**src/rtl/srmva_pkg.sv**
```systemverilog
// ---------------------------------------------------------------------------
// srmva_pkg - shared types and constants
// Item formats, kind codes and arithmetic widths for the sparse row
// matrix-vector accumulate block.
// ---------------------------------------------------------------------------
package srmva_pkg;

    // Store and arithmetic sizing
    localparam int X_DEPTH   = 1024;
    localparam int X_ADDR_W  = (X_DEPTH > 1) ? $clog2(X_DEPTH) : 1;
    localparam int FRAC_BITS = 16;
    localparam int KIND_W    = 2;
    localparam int IDX_W     = 10;
    localparam int VAL_W     = 32;
    localparam int ACC_W     = 48;
    localparam int PROD_W    = 2 * VAL_W;
    localparam int IDX_EXT_W = X_ADDR_W + IDX_W;

    // Saturation limits, held at product width
    localparam logic signed [PROD_W-1:0] ACC_MAX = (PROD_W'(1) <<< (ACC_W - 1)) - PROD_W'(1);
    localparam logic signed [PROD_W-1:0] ACC_MIN = -ACC_MAX - PROD_W'(1);

    // Item kinds
    localparam logic [KIND_W-1:0] KIND_XWRITE  = 2'd0;
    localparam logic [KIND_W-1:0] KIND_START   = 2'd1;
    localparam logic [KIND_W-1:0] KIND_NONZERO = 2'd2;
    localparam logic [KIND_W-1:0] KIND_UNUSED  = 2'd3;

    typedef struct packed {
        logic [KIND_W-1:0]       kind;
        logic [IDX_W-1:0]        index;
        logic signed [VAL_W-1:0] value;
        logic                    last_in_row;
    } t_in_item;

    typedef struct packed {
        logic signed [ACC_W-1:0] row_sum;
        logic                    saturated;
    } t_out_item;

    // Product stage handed from the fetch/multiply side to the accumulator
    typedef struct packed {
        logic                     valid;
        logic                     start;
        logic                     last;
        logic signed [PROD_W-1:0] data;
    } t_prod_stage;

endpackage

```
**src/rtl/srmva_accum.sv**
```systemverilog
// ---------------------------------------------------------------------------
// srmva_accum - saturating row accumulator and result register
// Floors each product to the fixed-point grid, adds it with 48-bit
// saturation, and holds finished row sums for the output transfer.
// ---------------------------------------------------------------------------
module srmva_accum (
    input  logic                   i_clk,
    input  logic                   i_rst_n,
    input  srmva_pkg::t_prod_stage i_stage,
    input  logic                   i_out_ready,
    output logic                   o_stall,
    output logic                   o_out_valid,
    output srmva_pkg::t_out_item   o_out_item
);

    logic signed [srmva_pkg::ACC_W-1:0]  r_acc;
    logic signed [srmva_pkg::ACC_W-1:0]  n_acc;
    logic                                r_sat;
    logic                                n_sat;
    logic                                r_out_valid;
    logic                                n_out_valid;
    srmva_pkg::t_out_item                r_out_item;

    logic                                w_fire;
    logic                                w_emit;
    logic signed [srmva_pkg::PROD_W-1:0] w_shift;
    logic signed [srmva_pkg::PROD_W-1:0] w_sum;
    logic signed [srmva_pkg::ACC_W-1:0]  w_val;
    logic                                w_flag;

    // Hold the pipe when a row end meets a full, undrained result register
    assign o_stall = i_stage.valid && i_stage.last && r_out_valid && !i_out_ready;
    assign w_fire  = i_stage.valid && !o_stall;
    assign w_emit  = w_fire && i_stage.last;

    // Floor shift and wide add
    assign w_shift = i_stage.data >>> srmva_pkg::FRAC_BITS;
    assign w_sum   = srmva_pkg::PROD_W'(r_acc) + w_shift;

    // Start load or saturating accumulate
    always_comb begin
        if (i_stage.start) begin
            w_val  = i_stage.data[srmva_pkg::ACC_W-1:0];
            w_flag = 1'b0;
        end else if (w_sum > srmva_pkg::ACC_MAX) begin
            w_val  = srmva_pkg::ACC_MAX[srmva_pkg::ACC_W-1:0];
            w_flag = 1'b1;
        end else if (w_sum < srmva_pkg::ACC_MIN) begin
            w_val  = srmva_pkg::ACC_MIN[srmva_pkg::ACC_W-1:0];
            w_flag = 1'b1;
        end else begin
            w_val  = w_sum[srmva_pkg::ACC_W-1:0];
            w_flag = r_sat;
        end
    end

    // Accumulator update; clears after a row result
    always_comb begin
        n_acc = r_acc;
        n_sat = r_sat;
        if (w_fire) begin
            if (i_stage.last) begin
                n_acc = '0;
                n_sat = 1'b0;
            end else begin
                n_acc = w_val;
                n_sat = w_flag;
            end
        end
    end

    always_ff @(posedge i_clk) begin
        if (!i_rst_n) begin
            r_acc <= '0;
            r_sat <= 1'b0;
        end else begin
            r_acc <= n_acc;
            r_sat <= n_sat;
        end
    end

    // Result register
    always_comb begin
        n_out_valid = r_out_valid && !i_out_ready;
        if (w_emit) begin
            n_out_valid = 1'b1;
        end
    end

    always_ff @(posedge i_clk) begin
        if (!i_rst_n) begin
            r_out_valid <= 1'b0;
        end else begin
            r_out_valid <= n_out_valid;
        end
    end

    always_ff @(posedge i_clk) begin
        if (w_emit) begin
            r_out_item.row_sum   <= w_val;
            r_out_item.saturated <= w_flag;
        end
    end

    assign o_out_valid = r_out_valid;
    assign o_out_item  = r_out_item;

endmodule
```
**config.mk**
```make
export PLATFORM = sky130hd
export DESIGN_NAME = srmva_accum
export DESIGN_NICKNAME = d
export VERILOG_FILES = /design/src/rtl/srmva_pkg.sv /design/src/rtl/srmva_accum.sv
export SDC_FILE = /design/constraint.sdc
export NUM_CORES = 1
export LEC_CHECK = 0
export ABC_AREA = 1
export BUFFER_PORTS_ARGS = -buffer_cell sky130_fd_sc_hd__buf_2
export CELL_PAD_IN_SITES_DETAIL_PLACEMENT = 1
export CELL_PAD_IN_SITES_GLOBAL_PLACEMENT = 2
export CORE_MARGIN = 2
export CORE_UTILIZATION = 28
export DETAILED_ROUTE_END_ITERATION = 10
export PLACE_DENSITY = 0.76
export SETUP_SLACK_MARGIN = 0.15
export SLEW_MARGIN = 10
export SYNTH_ARGS = -nofsm -noshare
export SYNTH_HDL_FRONTEND = slang
export SYNTH_SLANG_ARGS = --single-unit
```
**constraint.sdc**
```tcl
create_clock -name i_clk -period 2.9 [get_ports i_clk]
set_input_delay 0.29 -clock i_clk [delete_from_list [all_inputs] [get_ports i_clk]]
set_output_delay 0.29 -clock i_clk [all_outputs]
set_load 0.03 [all_outputs]
```
==> results.md <==
* Run status: finished with violations
* Failing checks: negative setup slack
* Post-synthesis sequential area ratio at 0.271
* Global-route wire length before repair at 65300 µm
* Maximum clock frequency at just over 0.3 GHz
* CP Class: flop to flop
* Clock Skew at about 11 ps
* Register area at between 0.002 and 0.0025 mm²
* HPWL after DPL at ~34000 µm
* YS warnings at 0
* Routed WL at 44500 µm
* Root buffer cell: clkbuf_16
* Layout cells sized above 1 at 0.432
* Core area at 0.0323 mm²
* DR DRC count at 0
* Final setup fails at 96
* Share of power burned in registers at 0.287
* Fin Setup TNS at -27160 ps
* Setup WS post-layout at -364 ps
* Fin crit share at 1.13
* Leak at 6.85 nW
* Synthesized area at 0.00911 mm²
* DRT iter0 DRCs at 514
* Syn Area/Cell at 6.11 µm²
* Gpl congestion at roughly 0.90
* Arr. time, crit path at between 3000 and 4000 ps
* GRT Total Usage at 0.256
* Hold Fails Final Rpt at 0
* Unique masters post-synth at 35
* Worst-path clk slew at roughly 70 ps
* Clock sink total at 99
* Worst Setup Start Kind: flop
* Hold path depth at 3
* Post-synth EDFFs at a little under 50
* CTS tree: done
* H-tree levels at 3
* Antenna Nets Post-Route at 0
* Sw Ratio at 0.392
* P_sw at 2.25 mW
* Clock Tree Buf Depth at 2
* Initial Util at 0.282
* Power per cell area at just over 400 mW/mm²
* Met3 GRT Util at 0.0290
* Area delta synth->final at 54.1%
* Post-Syn Instances at 1491
* Die Y-Extent at 184 µm
* Vias per cell at 4.76
* Clk_lat worst skew at 370 ps
* Seq cells post-synth at 99
* CTS buffer count at 9
* Filler cells at about 4100
* Final-report max-slew violation count at 0
* Maximum vdd drop at between 300 and 400 µV
* Antenna diodes at 0
* Die area at roughly 0.034 mm²
* Slew @ Worst Pin at about 1100 ps
* P_int at between 3 and 4 mW
* Max Cap Violations at 0
* GR Util met1 at 0.304
* Site Rows at 66
* Req. time, crit path at 3200 ps
* R2R cell count at 24
* Area of the multi-input gates at 0.00677 mm²
* Logic pwr share at 0.485
* Synth Flop Type: dfxtp_1
* IO buf count at 120
* Worst hold path class: input pin to flop
* Final Net Count at ~2000
* Utilization after layout at 0.435
* Clock share of power at 0.227
* Wire per inst at 19.2 µm
* Vias in the first global route at roughly 12000
* Slew HR at 0.246
* Hold-fix buffers, CTS at 0
* Initial antenna violation count at 0
* GR Util met2 at 0.461
* Syn_nets at around 1600
* Post-synth ARST share at 0
* Most Used Layer, Global Route: met2
* DR pass1 iterations at 5
* Final min period at between 3000 and 4000 ps
* R2R setup slack at -360 ps
* CP Capture Type: flop
* Ports at between 100 and 150
* Crit-path max FO at 6
* RSZ-0062 raised after global routing: true
* Largest net degree at the start of global routing at 52
* Die X at 184 µm
* Via Count at 11000
* Total grt overflow at 0
* Dpl ws at -663 ps
[layout make-up]
class	instances	area share
clock buffers	11	0.0180
clock inverters	5	0.00419
inverters	233	0.0625
multi-input cells	1120	0.482
flip-flops and latches	99	0.177
well taps	442	0.0394
repair buffers	410	0.217
[through the flow]
stage	power, mW	hold WS, ps	cell area (µm²)	instances
after global routing	6.03	185	14000	2320
after detailed placement	3.87	463	12200	2276
after global placement	3.82	453	12200	2276
final	5.75	166	14000	2320
after floorplan	2.82	420	9190	1491
after CTS	5.48	160	13200	2311
[worst paths after layout]
path | startpoint | end
hold / removal | i_rst_n | o_out_valid$_SDFF_PN0_
setup reg to reg | r_acc[0]$_SDFFE_PN0P_ | r_acc[13]$_SDFFE_PN0P_
hold reg to reg | r_acc[18]$_SDFFE_PN0P_ | r_acc[18]$_SDFFE_PN0P_
setup / recovery | r_acc[0]$_SDFFE_PN0P_ | r_acc[13]$_SDFFE_PN0P_
[worst max-delay path, stage by stage (launching register included)]
cell and delay (ps):
dfxtp_2 350, ha_4 140, inv_2 40, fa_2 340, inv_2 100, nand3_4 100, nor2_4 100, o21bai_1 100
nand2_1 150, buf_4 130, nand2_2 40, nand2_2 70, nand2_2 70, nor2_4 120, nand2_2 70, nor2_4 120
nand2_2 80, nor2_4 90, nand4_1 140, nand2_4 160, nand2_8 140, buf_12 170, nand2_1 80, nand3_1 100
a21oi_1 170
[synthesized netlist by cell type, types with 2 or more instances]
cell	instances	area share
nand3_2	21	0.023
buf_6	3	0.0037
nor2_4	2	0.0025
a21oi_2	20	0.019
a21oi_1	112	0.062
nand3_1	86	0.047
o21ai_0	8	0.0044
inv_1	217	0.089
o21bai_1	6	0.0049
nor2_2	12	0.0082
nand2_2	30	0.021
clkbuf_1	22	0.0091
nor2_1	165	0.068
dfxtp_1	50	0.11
nand2_1	515	0.21
a21boi_0	28	0.023
inv_2	14	0.0058
buf_2	14	0.0077
nand4_1	17	0.012
xor2_1	5	0.0048
clkinv_1	2	0.00082
or2_2	27	0.019
ha_1	48	0.066
nand3b_1	8	0.0066
edfxtp_1	49	0.16
[flip-flops by register name (all words and copies together), names as in the netlist]
signal / cells
r_acc: 48
o_out_item: 49
o_out_valid: 1
r_sat: 1
[power groups by stage]
stage          clock [mW]  combinational (mW)  sequential (mW)
6_report             1.31                2.79             1.65
5_1_grt              1.38                2.99             1.66
4_1_cts              1.33                2.51             1.65
3_5_place_dp            0                2.20             1.67
3_3_place_gp            0                2.15             1.67
2_1_floorplan           0                1.09             1.74
[cell families after synthesis]
group,Yosys count,share of synthesized area
flops,99,0.271
xor+xnor,6,0.00577
buf+inv,273,0.117
simple gates,887,0.422
compound gates,177,0.116
fa+ha+maj,49,0.0681
[routing by layer]
metal / routed length (µm) / up-vias
met3: 1350 / 94
li1: - / 5432
met2: 22200 / 253
met5: 0 / -
met1: 18600 / 5265
met4: 2370 / 0
[cells in the final DEF (no fill, tap or decap), types with 8 or more instances in the layout]
cell type and count:
ha_4 21, nand3_2 49, ha_1 21, edfxtp_1 49
clkbuf_16 13, buf_4 270, dfxtp_1 37, inv_1 211
dfxtp_2 12, or2_2 27, nand2_4 8, nand3b_1 8
inv_2 19, nor2_4 14, nand3_1 53, nor2_2 30
o21ai_0 8, a21oi_2 65, nor2_1 135, a21oi_1 60
buf_2 120, nand2_2 107, a21boi_1 21, nand4_1 17
nand2_1 430
[repair_timing]
item                       in CTS  in global routing
gates cloned                    5                  4
pin swaps                      21                 44
setup endpoints to repair      98                 98
buffers inserted               14                  5
gates resized for setup       145                176
Note: power is estimated with default switching activity, not from simulation.
